==> src/sv/assert_macros.svh <==
// Assertion helpers used by elm_ctrl.
`ifndef ASSERT_MACROS_SVH
`define ASSERT_MACROS_SVH

// Same-cycle implication, sampled on clock, off during reset.
`define ELM_ASSERT_SAME(lbl, ante, cons) \
   lbl: assert property (@(posedge clock) disable iff (reset) (ante) |-> (cons)) \
      else $error("assertion failed");

// Next-cycle implication, sampled on clock, off during reset.
`define ELM_ASSERT_NEXT(lbl, ante, cons) \
   lbl: assert property (@(posedge clock) disable iff (reset) (ante) |=> (cons)) \
      else $error("assertion failed");

`endif

==> src/sv/elm_pkg.sv <==
`default_nettype none
package elm_pkg;

   localparam int TABLE_DEPTH = 256;
   localparam int IDX_W       = $clog2(TABLE_DEPTH);

   // request modes
   localparam logic [1:0] MODE_HWEIGHT = 2'd0;
   localparam logic [1:0] MODE_BIAS    = 2'd1;
   localparam logic [1:0] MODE_OWEIGHT = 2'd2;
   localparam logic [1:0] MODE_FEATURE = 2'd3;

   // activation codes
   localparam logic [2:0] ACT_SIGMOID  = 3'd0;
   localparam logic [2:0] ACT_SINE     = 3'd1;
   localparam logic [2:0] ACT_HARDLIM  = 3'd2;
   localparam logic [2:0] ACT_TRIANGLE = 3'd3;
   localparam logic [2:0] ACT_RBF      = 3'd4;

   // csr indexes
   localparam logic [2:0] CSR_ACTIVATION = 3'd0;
   localparam logic [2:0] CSR_HIDDEN_CNT = 3'd1;
   localparam logic [2:0] CSR_FEATURE_CNT = 3'd2;
   localparam logic [2:0] CSR_RBF_CENTER = 3'd3;
   localparam logic [2:0] CSR_RBF_INVW   = 3'd4;

   // table selectors
   localparam int ROM_SIG = 0;
   localparam int ROM_SIN = 1;
   localparam int ROM_EXP = 2;

   localparam longint ONE_Q28    = 64'sd268435456;
   localparam longint EXP_M1_Q28 = 64'sd98751886;
   localparam longint PI_Q28     = 64'sd843314857;
   localparam longint TWO_PI_Q28 = 64'sd1686629713;
   localparam longint EXP_LIMIT_Q16 = 64'sd1048576;

   typedef enum logic [1:0] {
      ST_IDLE,
      ST_RUN,
      ST_DRAIN
   } elm_state_type;

   typedef struct packed {
      logic hw_we;
      logic b_we;
      logic ow_we;
      logic x_we;
   } elm_wr_type;

   // tag that travels with each multiply-accumulate
   typedef struct packed {
      logic valid;
      logic first_f;
      logic last_f;
      logic first_n;
      logic last_n;
   } elm_tag_type;

   // tag that travels with each finished neuron
   typedef struct packed {
      logic valid;
      logic first_n;
      logic last_n;
   } elm_ntag_type;

   typedef struct packed {
      logic done;
   } elm_stat_type;

   typedef logic signed [15:0] rom_type [TABLE_DEPTH];

   // truncating quotient by shift and subtract, used only to fill the tables
   function automatic longint quot_trunc(longint n_val, longint d_val);
      logic [63:0] un;
      logic [63:0] ud;
      logic [63:0] q;
      logic [64:0] r;
      logic        neg;
      neg = (n_val < 0) != (d_val < 0);
      un  = (n_val < 0) ? 64'(-n_val) : 64'(n_val);
      ud  = (d_val < 0) ? 64'(-d_val) : 64'(d_val);
      q   = '0;
      r   = '0;
      for (int b = 63; b >= 0; b--) begin
         r = {r[63:0], un[b]};
         if (r >= {1'b0, ud}) begin
            r    = r - {1'b0, ud};
            q[b] = 1'b1;
         end
      end
      return neg ? -longint'(q) : longint'(q);
   endfunction

   // exp(-t), t in Q16 below 16.0, result Q28
   function automatic longint exp_neg_q28(longint t16);
      longint k;
      longint f;
      longint r;
      longint sum;
      longint term;
      k    = t16 >>> 16;
      f    = (t16 & 64'sd65535) * 64'sd4096;
      r    = ONE_Q28;
      sum  = ONE_Q28;
      term = ONE_Q28;
      for (longint j = 0; j < k; j++) begin
         r = r * EXP_M1_Q28 / ONE_Q28;
      end
      for (longint j = 1; j <= 14; j++) begin
         term = quot_trunc(-(term * f / ONE_Q28), j);
         sum  = sum + term;
      end
      return r * sum / ONE_Q28;
   endfunction

   // sin(x), x in Q28 below 8.0 in magnitude, result Q28
   function automatic longint sin_q28(longint x_in);
      longint x;
      longint x2;
      longint sum;
      longint term;
      x = x_in;
      if (x > PI_Q28) x = x - TWO_PI_Q28;
      if (x < -PI_Q28) x = x + TWO_PI_Q28;
      x2   = x * x / ONE_Q28;
      sum  = x;
      term = x;
      for (longint k = 1; k <= 8; k++) begin
         term = quot_trunc(-(term * x2 / ONE_Q28), (2 * k) * (2 * k + 1));
         sum  = sum + term;
      end
      return sum;
   endfunction

   function automatic longint q28_to_q12(longint v);
      return (v >= 0) ? ((v + 64'sd32768) / 64'sd65536)
                      : -((-v + 64'sd32768) / 64'sd65536);
   endfunction

   function automatic rom_type build_rom(int sel);
      rom_type rom;
      longint  x;
      longint  mag;
      longint  e;
      longint  num;
      longint  den;
      longint  sv;
      longint  t;
      for (int i = 0; i < TABLE_DEPTH; i++) begin
         x = -64'sd32768 + (longint'(i) * 64'sd65536) / TABLE_DEPTH;
         if (sel == ROM_SIG) begin
            mag    = (x < 0) ? -x : x;
            e      = exp_neg_q28(mag * 16);
            num    = (x >= 0) ? ONE_Q28 : e;
            den    = ONE_Q28 + e;
            rom[i] = 16'(quot_trunc(num * 4096 + den / 2, den));
         end else if (sel == ROM_SIN) begin
            sv = q28_to_q12(sin_q28(x * 64'sd65536));
            if (sv > 4096) sv = 4096;
            if (sv < -4096) sv = -4096;
            rom[i] = 16'(sv);
         end else begin
            t      = (longint'(i) * EXP_LIMIT_Q16) / TABLE_DEPTH;
            rom[i] = 16'(q28_to_q12(exp_neg_q28(t)));
         end
      end
      return rom;
   endfunction

endpackage
`default_nettype wire

==> src/sv/elm_ctrl.sv <==
`default_nettype none
`include "assert_macros.svh"
module elm_ctrl import elm_pkg::*; #(
   parameter int MAX_HIDDEN   = 64,
   parameter int MAX_FEATURES = 16,
   parameter int NW = (MAX_HIDDEN > 1) ? $clog2(MAX_HIDDEN) : 1,
   parameter int FW = (MAX_FEATURES > 1) ? $clog2(MAX_FEATURES) : 1
) (
   input  wire logic          clock,
   input  wire logic          reset,
   input  wire logic          start,
   output logic               busy,
   input  wire logic [1:0]    req_mode,
   input  wire logic [5:0]    req_neuron,
   input  wire logic [3:0]    req_feature,
   input  wire logic [6:0]    hidden_count,
   input  wire logic [4:0]    feature_count,
   output elm_wr_type         wr,
   output elm_tag_type        tag,
   output logic [NW-1:0]      rd_neuron,
   output logic [FW-1:0]      rd_feature,
   input  wire elm_stat_type  stat
);

   elm_state_type  state_ff, state_in;
   logic [NW-1:0]  n_ff, n_in;
   logic [FW-1:0]  f_ff, f_in;
   logic [10:0]    hc_w;
   logic [8:0]     fc_w;
   logic [NW-1:0]  hc_last;
   logic [FW-1:0]  fc_last;
   logic           accept;
   logic           n_ok;
   logic           f_ok;
   logic           trigger;

   // effective last indexes: a zero count is taken as one, counts saturated to the store sizes
   always_comb begin
      hc_w = 11'(hidden_count);
      fc_w = 9'(feature_count);
      if (hc_w == 11'd0) begin
         hc_last = '0;
      end else if (hc_w > 11'(MAX_HIDDEN)) begin
         hc_last = NW'(MAX_HIDDEN - 1);
      end else begin
         hc_last = NW'(hc_w - 11'd1);
      end
      if (fc_w == 9'd0) begin
         fc_last = '0;
      end else if (fc_w > 9'(MAX_FEATURES)) begin
         fc_last = FW'(MAX_FEATURES - 1);
      end else begin
         fc_last = FW'(fc_w - 9'd1);
      end
   end

   always_ff @(posedge clock) begin
      if (reset) begin
         state_ff <= ST_IDLE;
         n_ff     <= '0;
         f_ff     <= '0;
      end else begin
         state_ff <= state_in;
         n_ff     <= n_in;
         f_ff     <= f_in;
      end
   end

   always_comb begin
      state_in   = state_ff;
      n_in       = n_ff;
      f_in       = f_ff;
      busy       = (state_ff != ST_IDLE);
      accept     = start && (state_ff == ST_IDLE);
      n_ok       = 11'(req_neuron) < 11'(MAX_HIDDEN);
      f_ok       = 9'(req_feature) < 9'(MAX_FEATURES);
      wr.hw_we   = accept && (req_mode == MODE_HWEIGHT) && n_ok && f_ok;
      wr.b_we    = accept && (req_mode == MODE_BIAS) && n_ok;
      wr.ow_we   = accept && (req_mode == MODE_OWEIGHT) && n_ok;
      wr.x_we    = accept && (req_mode == MODE_FEATURE) && f_ok;
      trigger    = wr.x_we && (9'(req_feature) == 9'(fc_last));
      tag        = '0;
      rd_neuron  = n_ff;
      rd_feature = f_ff;
      unique case (state_ff)
         ST_IDLE: begin
            if (trigger) begin
               state_in = ST_RUN;
               n_in     = '0;
               f_in     = '0;
            end
         end
         ST_RUN: begin
            tag.valid   = 1'b1;
            tag.first_f = (f_ff == '0);
            tag.last_f  = (f_ff == fc_last);
            tag.first_n = (n_ff == '0);
            tag.last_n  = (n_ff == hc_last);
            if (tag.last_f) begin
               f_in = '0;
               if (tag.last_n) begin
                  state_in = ST_DRAIN;
               end else begin
                  n_in = n_ff + 1'b1;
               end
            end else begin
               f_in = f_ff + 1'b1;
            end
         end
         ST_DRAIN: begin
            if (stat.done) begin
               state_in = ST_IDLE;
            end
         end
         default: begin
            state_in = ST_IDLE;
         end
      endcase
   end

   `ELM_ASSERT_SAME(a_done_in_drain, stat.done, state_ff == ST_DRAIN)
   `ELM_ASSERT_NEXT(a_trigger_runs, trigger, state_ff == ST_RUN && n_ff == '0 && f_ff == '0)
   `ELM_ASSERT_NEXT(a_done_idles, stat.done, state_ff == ST_IDLE)

endmodule
`default_nettype wire

==> config.mk <==
export PLATFORM = sky130hd
export DESIGN_NAME = elm_ctrl
export DESIGN_NICKNAME = d
export VERILOG_FILES = /design/src/sv/elm_pkg.sv /design/src/sv/elm_ctrl.sv
export VERILOG_INCLUDE_DIRS = /design/src /design/src/sv
export SDC_FILE = /design/constraint.sdc
export NUM_CORES = 1
export LEC_CHECK = 0
export BUFFER_PORTS_ARGS = -buffer_cell sky130_fd_sc_hd__buf_4
export CELL_PAD_IN_SITES_DETAIL_PLACEMENT = 0
export CELL_PAD_IN_SITES_GLOBAL_PLACEMENT = 1
export CORE_ASPECT_RATIO = 0.6
export CORE_UTILIZATION = 34
export CTS_CLUSTER_DIAMETER = 50
export DETAILED_ROUTE_END_ITERATION = 8
export GPL_ROUTABILITY_DRIVEN = 0
export GPL_TIMING_DRIVEN = 0
export HOLD_SLACK_MARGIN = 0.05
export PLACE_DENSITY = 0.77
export RECOVER_POWER = 25
export SETUP_SLACK_MARGIN = 0.5
export SLEW_MARGIN = 5
export SYNTH_ARGS = -nofsm -noshare
export SYNTH_HDL_FRONTEND = slang
export SYNTH_SLANG_ARGS = --single-unit
==> constraint.sdc <==
create_clock -name clock -period 2.45 [get_ports clock]
set_input_delay 0.245 -clock clock [delete_from_list [all_inputs] [get_ports clock]]
set_output_delay 0.245 -clock clock [all_outputs]
set_load 0.005 [all_outputs]
==> results of run 1 <==
## cells in the mapped netlist, types with 2 or more instances
cell and instances:
a211o_1 2, a211oi_1 4, a21o_1 2, a21oi_1 12, a311oi_2 2, a32oi_1 2
and3_1 2, buf_2 3, buf_4 2, buf_6 2, clkbuf_1 2, dfxtp_1 12
ha_1 7, inv_1 16, nand2_1 10, nand2b_1 8, nand3_1 6, nand4_1 3
nor2_1 19, nor2b_1 2, nor3_1 7, nor3b_1 4, nor4_1 4, nor4b_1 3
o211ai_1 3, o21a_1 2, o21ai_0 8, o21ai_1 3, o21bai_1 2, o221ai_1 2
o2bb2ai_1 2, o31a_1 3, o31ai_1 3, o32ai_2 2, or2_2 2, or3_1 2
or4_1 2, xnor2_1 3, xor2_1 2
## state kept, by name (all words and copies together) (netlist names)
signal and flops:
rd_feature 4, rd_neuron 6, state_ff 2
## layout by cell type (no fill, tap or decap), drive strengths merged, types with 4 or more instances in the layout
cell type and n:
buf 60, nor2 19, inv 15, dfxtp 12, a21oi 12, clkbuf 12
o21ai 11, nand2 10, nand2b 8, nor3 8, ha 7, nand3 6
a211oi 5, nor4 4, nand4 4, nor3b 4, o31ai 4
## what timing repair did
item | in CTS | in global routing
endpoints found under the setup margin | 14 | 14
cloned | 2 | 0
resized for setup | 27 | 15
setup buffers | 15 | 2
pin swaps | 15 | 13
## power by group
group	total, mW	switching [mW]	internal [mW]
clock network	0.184	0.0758	0.109
registers	0.197	0.000725	0.196
logic	0.239	0.123	0.116
total	0.620	0.199	0.421
## area by class of cell
type                    instances  area, um^2  area share (%)
repair buffers                 59       480.5           19.53
clock buffers                   3       41.29           1.679
plain buffers                  12       120.1           4.883
well taps                      60       75.07           3.052
flip-flops and latches         12       240.2           9.766
multi-input cells             168        1413           57.43
inverters                      16       90.09           3.662
## stage by stage
stage / util (%) / setup slack, ns / hold slack [ns]
6_report: 56.89 / 0.004548 / 0.2581
5_1_grt: 56.89 / -0.07504 / 0.2559
4_1_cts: 55.24 / 0.009152 / 0.2516
3_5_place_dp: 48.67 / -0.1847 / 0.5079
3_3_place_gp: 48.67 / -0.1871 / 0.5026
2_1_floorplan: - / 0.1688 / 0.3622
## worst max-delay path by stage
stage	start	to	slack [ns]	cells after the start
final	hidden_count[1]	tag[0]	0.005	11
after global routing	hidden_count[1]	tag[0]	-0.08	11
after CTS	hidden_count[0]	tag[0]	0.009	11
after detailed placement	hidden_count[1]	tag[0]	-0.18	11
after global placement	hidden_count[1]	tag[0]	-0.19	11
after floorplan	feature_count[0]	rd_neuron[3]$_SDFFE_PP0P_	0.17	12
## worst max-delay path, stage by stage
cell,delay (ns)
buf_12,0.11
inv_12,0.04
ha_4,0.11
or2b_4,0.28
buf_8,0.14
o31ai_4,0.31
o2bb2ai_2,0.11
a2111oi_4,0.41
nand4_4,0.17
nor2_4,0.16
buf_6,0.10
## metal layers
layer | GRT usage (%) | wire [um] | vias up
met5 | 0 | 0 | -
met4 | 2.268 | 19 | 0
met3 | 5.785 | 542 | 3
met2 | 25.97 | 1952 | 75
met1 | 36.76 | 2900 | 883
li1 | - | - | 921
## cell families after synthesis
| family | Yosys count | share of synthesized area (%) |
|---|---|---|
| and+or+nand+nor | 86 | 32.19 |
| AOI/OAI and AO/OA | 69 | 34.84 |
| buffers and inverters | 28 | 9.175 |
| DFF | 12 | 14.93 |
| adders and majority gates | 8 | 6.143 |
| xor gates and xnor gates | 5 | 2.722 |
==> metrics.csv, run 1 <==
stage,metric,value,unit
run_status,status,finished clean,
synthesis,fraction of registers with async set/reset,0,%
global_route,vias in the first global route,1643,
routing,drt first pass iters,4,
routing,antenna violation net count after detailed routing,0,
global_route,grt ovf,0,
setup_path,crit path max fanout,5,
setup_path,Worst setup EP type,primary output,
timing,Tightest Pin Transition,0.7350,ns
synthesis,synthesized area per cell,7.736,um^2
synthesis,leading area contributor after synthesis,dfxtp_1,
clock_network,CTS tree,done,
timing,setup TNS,0,ns
clock_network,root buffer cell,clkbuf_8,
setup_path,critical path type,primary input to primary output,
finish,Final Non-Filler Cells,330,
worst_hold_path,hold path depth,2,
global_route,first-pass GRT wire length,8659,um
timing,slew margin rel.,50.22,%
finish,layout cells sized above 1,44.44,%
synthesis,"EDFF count, synth",0,
finish,final instance area,2460,um^2
setup_path,r2r startpoint,rd_neuron[3]$_SDFFE_PP0P_,
setup_path,R2R cell count,10,
synthesis,Post-Synthesis Cell Area,1609,um^2
clock_network,Clock Path Buffers,2,
setup_path,Worst Path Arrival,2.20,ns
clock_network,Sink Count,12,
synthesis,Synth top area share,14.93,%
clock_network,"Hold-fix buffers, CTS",0,
pwr,maximum vdd drop,0.1979,mV
global_route,largest net degree at the start of global routing,11,
pwr,Power Total,0.6202,mW
worst_hold_path,hold path startpoint,reset,
finish,filler instances,421,
finish,Area Overhead vs Synth,52.88,%
synthesis,Synth area leaders,"dfxtp_1 (15%), ha_1 (5.4%), nor2_1 (4.4%)",
synthesis,prevailing post-synth register cell,dfxtp_1,
timing,"Setup violations, final",0,
pwr,leak pwr,0.9566,nW
placed_design,placed insts,308,
routing,DRC,0,
finish,antenna cells,0,
setup_path,Worst Path Required,2.20,ns
global_route,gr usage total,21.63,%
routing,Routed WL per cell,16.41,um
floorplanning,Die X,90.81,um
synthesis,syn_nets,243,
timing,fin crit period,2.445,ns
global_route,initial antenna violation count,0,
timing,fin crit share,99.81,%
placed_design,DP HPWL,3883,um
routing,First DRT Iteration DRCs,130,
timing,Final Max Slew Viols,0,
floorplanning,full die area,5020,um^2
synthesis,"Seq/Total Area, Yosys",14.93,%
routing,Post-Route WL,5415,um
synthesis,Yosys reg bits,12,
floorplanning,Die Ht,55.29,um
job,Max-Cap Viols,0,
floorplanning,initial core utilization,37.21,%
timing,FMAX,408.9,MHz
placed_design,I/O Buffers,40,
synthesis,Syn Inst Count,208,
floorplanning,FP Rows,18,
floorplanning,I/O pin total,48,
setup_path,startpoint class of the critical path,primary input,
worst_hold_path,Hold Path End,rd_neuron[4]$_SDFFE_PP0P_,
clock_network,Clock transition at path regs,0.05,ns
floorplanning,CORE AREA,4324,um^2
routing,routed via count,1882,
synthesis,synth unique cells,70,
timing,Worst Clk Skew,0.006015,ns
setup_path,Worst R2R End,rd_neuron[5]$_SDFFE_PP0P_,
routing,via/cell ratio,5.703,
pwr,power per cell area,252.1,nW/um^2
timing,Fin. Hold Viols,0,
placed_design,Post-DP Area,2105,um^2
clock_network,total CTS buffers,3,
setup_path,worst reg2reg setup slack,0.23,ns
synthesis,Synth warnings,0,
clock_network,H-tree Lvls,1,
timing,RSZ-0062 raised after global routing,yes,
worst_hold_path,worst hold-check path type,primary input to flip-flop,
finish,Nets,307,
clock_network,clock latency at the later pin of the worst-skew pair,0.25,ns
Power figures use the tool's default switching activity.
==> run 2, diff against run 1 <==
CORE_UTILIZATION = 37   (was 34)
PLACE_DENSITY = 0.8   (was 0.77)
clock period = 2.3 ns   (was 2.45 ns; I/O delays follow)
==> metrics.csv, run 2 (synthesis gave the netlist of run 1 again) <==
stage,metric,value,unit,change
timing,fin crit share,102.0,%,
pwr,power per cell area,276.5,nW/um^2,+9.7%
setup_path,R2R cell count,9,,-1
worst_hold_path,worst hold-check path type,primary input to flip-flop,,
pwr,Power Total,0.7096,mW,+14%
global_route,initial antenna violation count,0,,unchanged
timing,Fin. Hold Viols,0,,unchanged
finish,antenna cells,0,,unchanged
job,Max-Cap Viols,0,,unchanged
setup_path,Slowest cell on crit path,a2111oi_4,,
setup_path,worst reg2reg setup slack,0.16,ns,-0.07 ns
timing,Worst Clk Skew,0.001264,ns,-0.004751 ns
floorplanning,initial core utilization,38.83,%,+1.6 points
setup_path,startpoint class of the critical path,primary input,,
global_route,gr usage total,22.99,%,+1.4 points
run_status,status,"finished, violations left",,
clock_network,"Hold-fix buffers, CTS",0,,unchanged
global_route,largest net degree at the start of global routing,11,,unchanged
routing,routed via count,1941,,+3.1%
clock_network,clock latency at the later pin of the worst-skew pair,0.25,ns,about the same
finish,"most common cell after layout, fill and taps aside",buf_4,,
clock_network,total CTS buffers,3,,unchanged
finish,Nets,311,,+1.3%
clock_network,Clock transition at path regs,0.06,ns,about the same
routing,Post-Route WL,5586,um,+3.2%
timing,Final Max Slew Viols,0,,unchanged
worst_hold_path,hold path depth,2,,unchanged
routing,First DRT Iteration DRCs,160,,+23%
finish,"commonest non-fill, non-tap cells in the layout","buf_4 (45), nor2_1 (15), buf_6 (13)",,
timing,RSZ-0062 raised after global routing,yes,,
setup_path,Worst R2R End,rd_neuron[5]$_SDFFE_PP0P_,,
global_route,first-pass GRT wire length,7900,um,-8.8%
setup_path,critical path type,primary input to primary output,,
finish,filler instances,366,,-13%
placed_design,DP HPWL,3818,um,-1.7%
timing,Hold WS,0.2367,ns,-0.02149 ns
routing,drt first pass iters,4,,unchanged
global_route,vias in the first global route,1517,,-7.7%
clock_network,CTS tree,done,,
floorplanning,I/O pin total,48,,unchanged
floorplanning,Die X,87.14,um,-4.0%
finish,layout cells sized above 1,48.36,%,+3.9 points
pwr,leak pwr,1.009,nW,+5.5%
setup_path,Worst path max stage delay,0.41,ns,about the same
clock_network,H-tree Lvls,1,,unchanged
global_route,grt ovf,0,,unchanged
finish,Area Overhead vs Synth,59.49,%,
timing,"Setup violations, final",1,,+1
routing,Routed WL per cell,16.67,um,+1.6%
floorplanning,full die area,4625,um^2,-7.9%
setup_path,Worst Path Required,2.07,ns,-0.13 ns
floorplanning,Die Ht,53.08,um,-4.0%
pwr,maximum vdd drop,0.2535,mV,+28%
floorplanning,FP Rows,18,,unchanged
timing,setup TNS,-0.04634,ns,-0.04634 ns
setup_path,Worst setup EP type,primary output,,
clock_network,Clock Path Buffers,2,,unchanged
setup_path,crit path max fanout,5,,unchanged
setup_path,Setup crit start,hidden_count[0],,
timing,Tightest Pin Transition,0.5159,ns,-0.2191 ns
placed_design,I/O Buffers,40,,unchanged
finish,Util after Layout,61.93,%,+5.0 points
setup_path,crit-path cells,buf_12 -> inv_6 -> ha_4 -> or2b_1 -> buf_8 -> o31ai_4 -> o2bb2ai_2 -> a2111oi_4 -> nand4_4 -> nor2_4 -> buf_6,,
floorplanning,CORE AREA,4144,um^2,-4.2%
clock_network,root buffer cell,clkbuf_8,,
setup_path,r2r startpoint,state_ff[0]$_SDFFE_PP0P_,,
clock_network,Sink Count,12,,unchanged
timing,final worst slack,-0.04634,ns,-0.05088 ns
setup_path,CP endpoint,tag[0],,
timing,slew margin rel.,65.55,%,+15 points
setup_path,Worst Path Arrival,2.12,ns,-0.08 ns
finish,max reg flops,6,,unchanged
timing,fin crit period,2.346,ns,
routing,antenna violation net count after detailed routing,0,,unchanged
run_status,violated checks,setup timing,,
timing,FMAX,426.2,MHz,
routing,via/cell ratio,5.794,,+1.6%
routing,DRC,0,,unchanged
run 2: stage by stage:
step | setup slack (ns) | instance area [um^2] | instances
final | -0.04634 | 2566 | 335
after global routing | -0.09742 | 2566 | 335
after CTS | -0.03213 | 2406 | 327
after detailed placement | -0.2961 | 2105 | 308
after global placement | -0.3088 | 2105 | 308
after floorplan | 0.03378 | 1729 | 208
run 2: report_power, final:
group / internal (mW) / total, mW / leakage [nW] / switching, mW
Clock: 0.152 / 0.241 / 0.0288 / 0.0888
Sequential: 0.209 / 0.209 / 0.0966 / 0.000783
Combinational: 0.128 / 0.260 / 0.883 / 0.132
run 2: metal layers:
layer | wire (um) | GRT usage [%] | vias up
met1 | 2999 | 39.74 | 915
li1 | - | - | 933
met2 | 2080 | 27.43 | 89
met5 | 0 | 0 | -
met3 | 477 | 4.524 | 4
met4 | 29 | 1.639 | 0
run 2: final cells by class:
cell class | count | area [um^2] | share of cell area, %
plain buffers | 12 | 121.4 | 4.729
multi-input cells | 168 | 1449 | 56.46
inverters | 16 | 82.58 | 3.218
well taps | 60 | 75.07 | 2.925
clock buffers | 4 | 55.05 | 2.145
flip-flops and latches | 12 | 240.2 | 9.361
repair buffers | 63 | 543.0 | 21.16
run 2: timing repair:
| action | in CTS | in global routing |
|---|---|---|
| endpoints found under the setup margin | 14 | 17 |
| gates cloned | 2 | 0 |
| pin swaps | 19 | 17 |
| gates resized for setup | 33 | 24 |
| buffers inserted | 13 | 8 |
run 2: worst min path at each step:
stage                      from                        end  slack (ns)
after floorplan           reset  rd_neuron[4]$_SDFFE_PP0P_        0.35
after global placement    reset  rd_neuron[4]$_SDFFE_PP0P_        0.50
after detailed placement  reset  rd_neuron[4]$_SDFFE_PP0P_        0.49
after CTS                 reset  rd_neuron[4]$_SDFFE_PP0P_        0.23
after global routing      reset  rd_neuron[4]$_SDFFE_PP0P_        0.24
final                     reset  rd_neuron[4]$_SDFFE_PP0P_        0.24
run 2: worst max-delay path: cells and delay by family:
family,cells,cell delay (ns)
adders and majority gates,1,0.12
AOI/OAI and AO/OA,3,0.74
buffers and inverters,4,0.42
and+or+nand+nor,3,0.60
==> run 3, diff against run 2 <==
CORE_UTILIZATION = 40   (was 37)
PLACE_DENSITY = 0.86   (was 0.8)
clock period = 2.7 ns   (was 2.3 ns; I/O delays follow)
==> metrics.csv, run 3 (synthesis gave the netlist of run 1 again) <==
stage,metric,value,unit,change
setup_path,Slowest cell on crit path,a2111oi_4,,
timing,Worst Clk Skew,0.003811,ns,+0.002547 ns
worst_hold_path,hold path depth,2,,unchanged
setup_path,crit path max fanout,5,,unchanged
clock_network,H-tree Lvls,1,,unchanged
global_route,largest net degree at the start of global routing,11,,unchanged
setup_path,startpoint class of the critical path,primary input,,
routing,DRC,5,,+5
timing,RSZ-0062 raised after global routing,yes,,
floorplanning,FP Rows,17,,-1
timing,Final Max Slew Viols,0,,unchanged
finish,Final Non-Filler Cells,324,,-3.3%
finish,Util after Layout,67.10,%,+5.2 points
routing,drt first pass iters,7,,+3
timing,fin crit share,91.13,%,
pwr,power per cell area,221.7,nW/um^2,-20%
finish,sequential cell area,240.2,um^2,unchanged
job,Max-Cap Viols,0,,unchanged
setup_path,critical path type,primary input to primary output,,
worst_hold_path,hold path startpoint,reset,,
finish,Area Overhead vs Synth,57.00,%,
timing,"Setup violations, final",0,,-1
global_route,gr usage total,23.96,%,+0.97 points
clock_network,Clock transition at path regs,0.05,ns,about the same
clock_network,clock latency at the later pin of the worst-skew pair,0.24,ns,about the same
timing,setup TNS,0,ns,+0.04634 ns
global_route,initial antenna violation count,0,,unchanged
clock_network,CTS tree,done,,
setup_path,Worst path max stage delay,0.30,ns,-0.11 ns
floorplanning,initial core utilization,42.74,%,+3.9 points
timing,slew margin rel.,63.81,%,-1.7 points
timing,FMAX,406.4,MHz,
timing,Fin. Hold Viols,0,,unchanged
worst_hold_path,Hold Path End,rd_neuron[4]$_SDFFE_PP0P_,,
placed_design,I/O Buffers,40,,unchanged
finish,"commonest non-fill, non-tap cells in the layout","buf_4 (45), nor2_1 (16), buf_6 (13)",,
finish,layout cells sized above 1,47.29,%,-1.1 points
setup_path,r2r startpoint,state_ff[0]$_SDFFE_PP0P_,,
timing,fin crit period,2.460,ns,
global_route,grt ovf,0,,unchanged
setup_path,CP Buf/Inv Count,5,,+1
global_route,met2 Use GR,29.64,%,+2.2 points
clock_network,Sink Count,12,,unchanged
setup_path,R2R cell count,9,,unchanged
floorplanning,Die Ht,51.13,um,-3.7%
setup_path,most frequent CP cell,buf_6,,
routing,antenna violation net count after detailed routing,0,,unchanged
finish,Nets,314,,+0.96%
routing,via/cell ratio,5.880,,+1.5%
run_status,violated checks,DRC,,
clock_network,total CTS buffers,3,,unchanged
setup_path,critical path's top delay family,compound AO/OA/AOI/OAI gates,,
setup_path,Worst Path Required,2.43,ns,+0.36 ns
setup_path,Worst Path Arrival,2.19,ns,+0.07 ns
floorplanning,CORE AREA,3765,um^2,-9.1%
global_route,vias in the first global route,1553,,+2.4%
floorplanning,Die X,83.88,um,-3.7%
setup_path,Worst R2R End,rd_neuron[5]$_SDFFE_PP0P_,,
clock_network,root buffer cell,clkbuf_8,,
finish,antenna cells,0,,unchanged
routing,First DRT Iteration DRCs,136,,-15%
pwr,Power Total,0.5600,mW,-21%
floorplanning,I/O pin total,48,,unchanged
pwr,leak pwr,0.9996,nW,-0.91%
placed_design,DP HPWL,3773,um,-1.2%
run_status,status,"finished, violations left",,
setup_path,worst reg2reg setup slack,0.39,ns,+0.23 ns
global_route,met3 usage,5.493,%,+0.97 points
floorplanning,full die area,4289,um^2,-7.3%
global_route,gr busiest metal,met1,,
routing,routed via count,1905,,-1.9%
global_route,first-pass GRT wire length,8176,um,+3.5%
finish,"most common cell after layout, fill and taps aside",buf_4,,
routing,Post-Route WL,5646,um,+1.1%
pwr,maximum vdd drop,0.3098,mV,+22%
setup_path,crit-path cells,buf_8 -> inv_6 -> ha_4 -> or2b_4 -> buf_6 -> clkbuf_4 -> o211ai_1 -> o311ai_2 -> a2111oi_4 -> nand4_4 -> nor2_4 -> buf_6,,
setup_path,Worst setup EP type,primary output,,
timing,Tightest Pin Transition,0.5429,ns,+0.02697 ns
worst_hold_path,worst hold-check path type,primary input to flip-flop,,
finish,multi-input logic area,1434,um^2,-1.0%
global_route,grt met1 use,40.59,%,+0.85 points
finish,filler instances,336,,-8.2%
routing,Routed WL per cell,17.43,um,+4.5%
finish,max reg flops,6,,unchanged
clock_network,Clock Path Buffers,2,,unchanged
setup_path,Setup crit start,hidden_count[1],,
placed_design,placed insts,295,,-4.2%
-- run 3: cell types whose count changed in the layout (fill, tap and decap cells not counted), sizes merged --
cell / before / now
clkbuf: 13 / 14
buf: 64 / 65
-- run 3: final cells by class --
class                           instances  area share [%]
Inverter                               16           3.071
Buffer                                 12           4.755
Sequential cell                        12           9.510
Tap cell                               47           2.328
Multi-Input combinational cell        168           56.76
Timing Repair Buffer                   66           21.94
Clock buffer                            3           1.634
-- run 3: stage by stage --
step / instance area [um^2] / hold WS [ns] / setup slack (ns)
floorplan: 1692 / 0.3872 / 0.3938
global placement: 2051 / 0.5282 / 0.03300
detailed placement: 2051 / 0.5301 / 0.01164
CTS: 2312 / 0.2749 / 0.2768
global route: 2526 / 0.2797 / 0.1466
finish: 2526 / 0.2824 / 0.2396
-- run 3: routing by layer --
metal | wire, um | share of wire, %
met5 | 0 | 0
met4 | 16 | 0.28
met2 | 2121 | 38
met1 | 3109 | 55
met3 | 399 | 7.1
-- run 3: what timing repair did --
| action | in CTS | in global routing |
|---|---|---|
| endpoints found under the hold margin | 0 | 0 |
| buffers inserted | 13 | 10 |
| pin swaps | 17 | 23 |
| hold buffers | 0 | 0 |
| gates resized for setup | 33 | 32 |
| setup endpoints to repair | 14 | 14 |
| cloned | 1 | 2 |
-- run 3: worst register-to-register path, stage by stage, from the launching register on --
cell and delay [ns]:
dfxtp_1 0.29, buf_4 0.16, or2_2 0.33, nor2_1 0.17, and3_1 0.20, nor4b_4 0.35, a21o_1 0.26, buf_6 0.15
a311oi_2 0.09, a41o_1 0.20
-- run 3: how the worst max path moves through the flow --
stage,depth (start not counted),endpoint,slack (ns)
3_5_place_dp,11,tag[0],0.01
2_1_floorplan,12,rd_neuron[3]$_SDFFE_PP0P_,0.39
5_1_grt,10,tag[0],0.15
3_3_place_gp,11,tag[0],0.03
6_report,12,tag[0],0.24
4_1_cts,11,tag[0],0.28
-- run 3: report_power, final --
part           total (mW)  switching [mW]  internal (mW)
logic               0.220           0.111          0.110
clock network       0.161          0.0631         0.0981
registers           0.179        0.000635          0.178
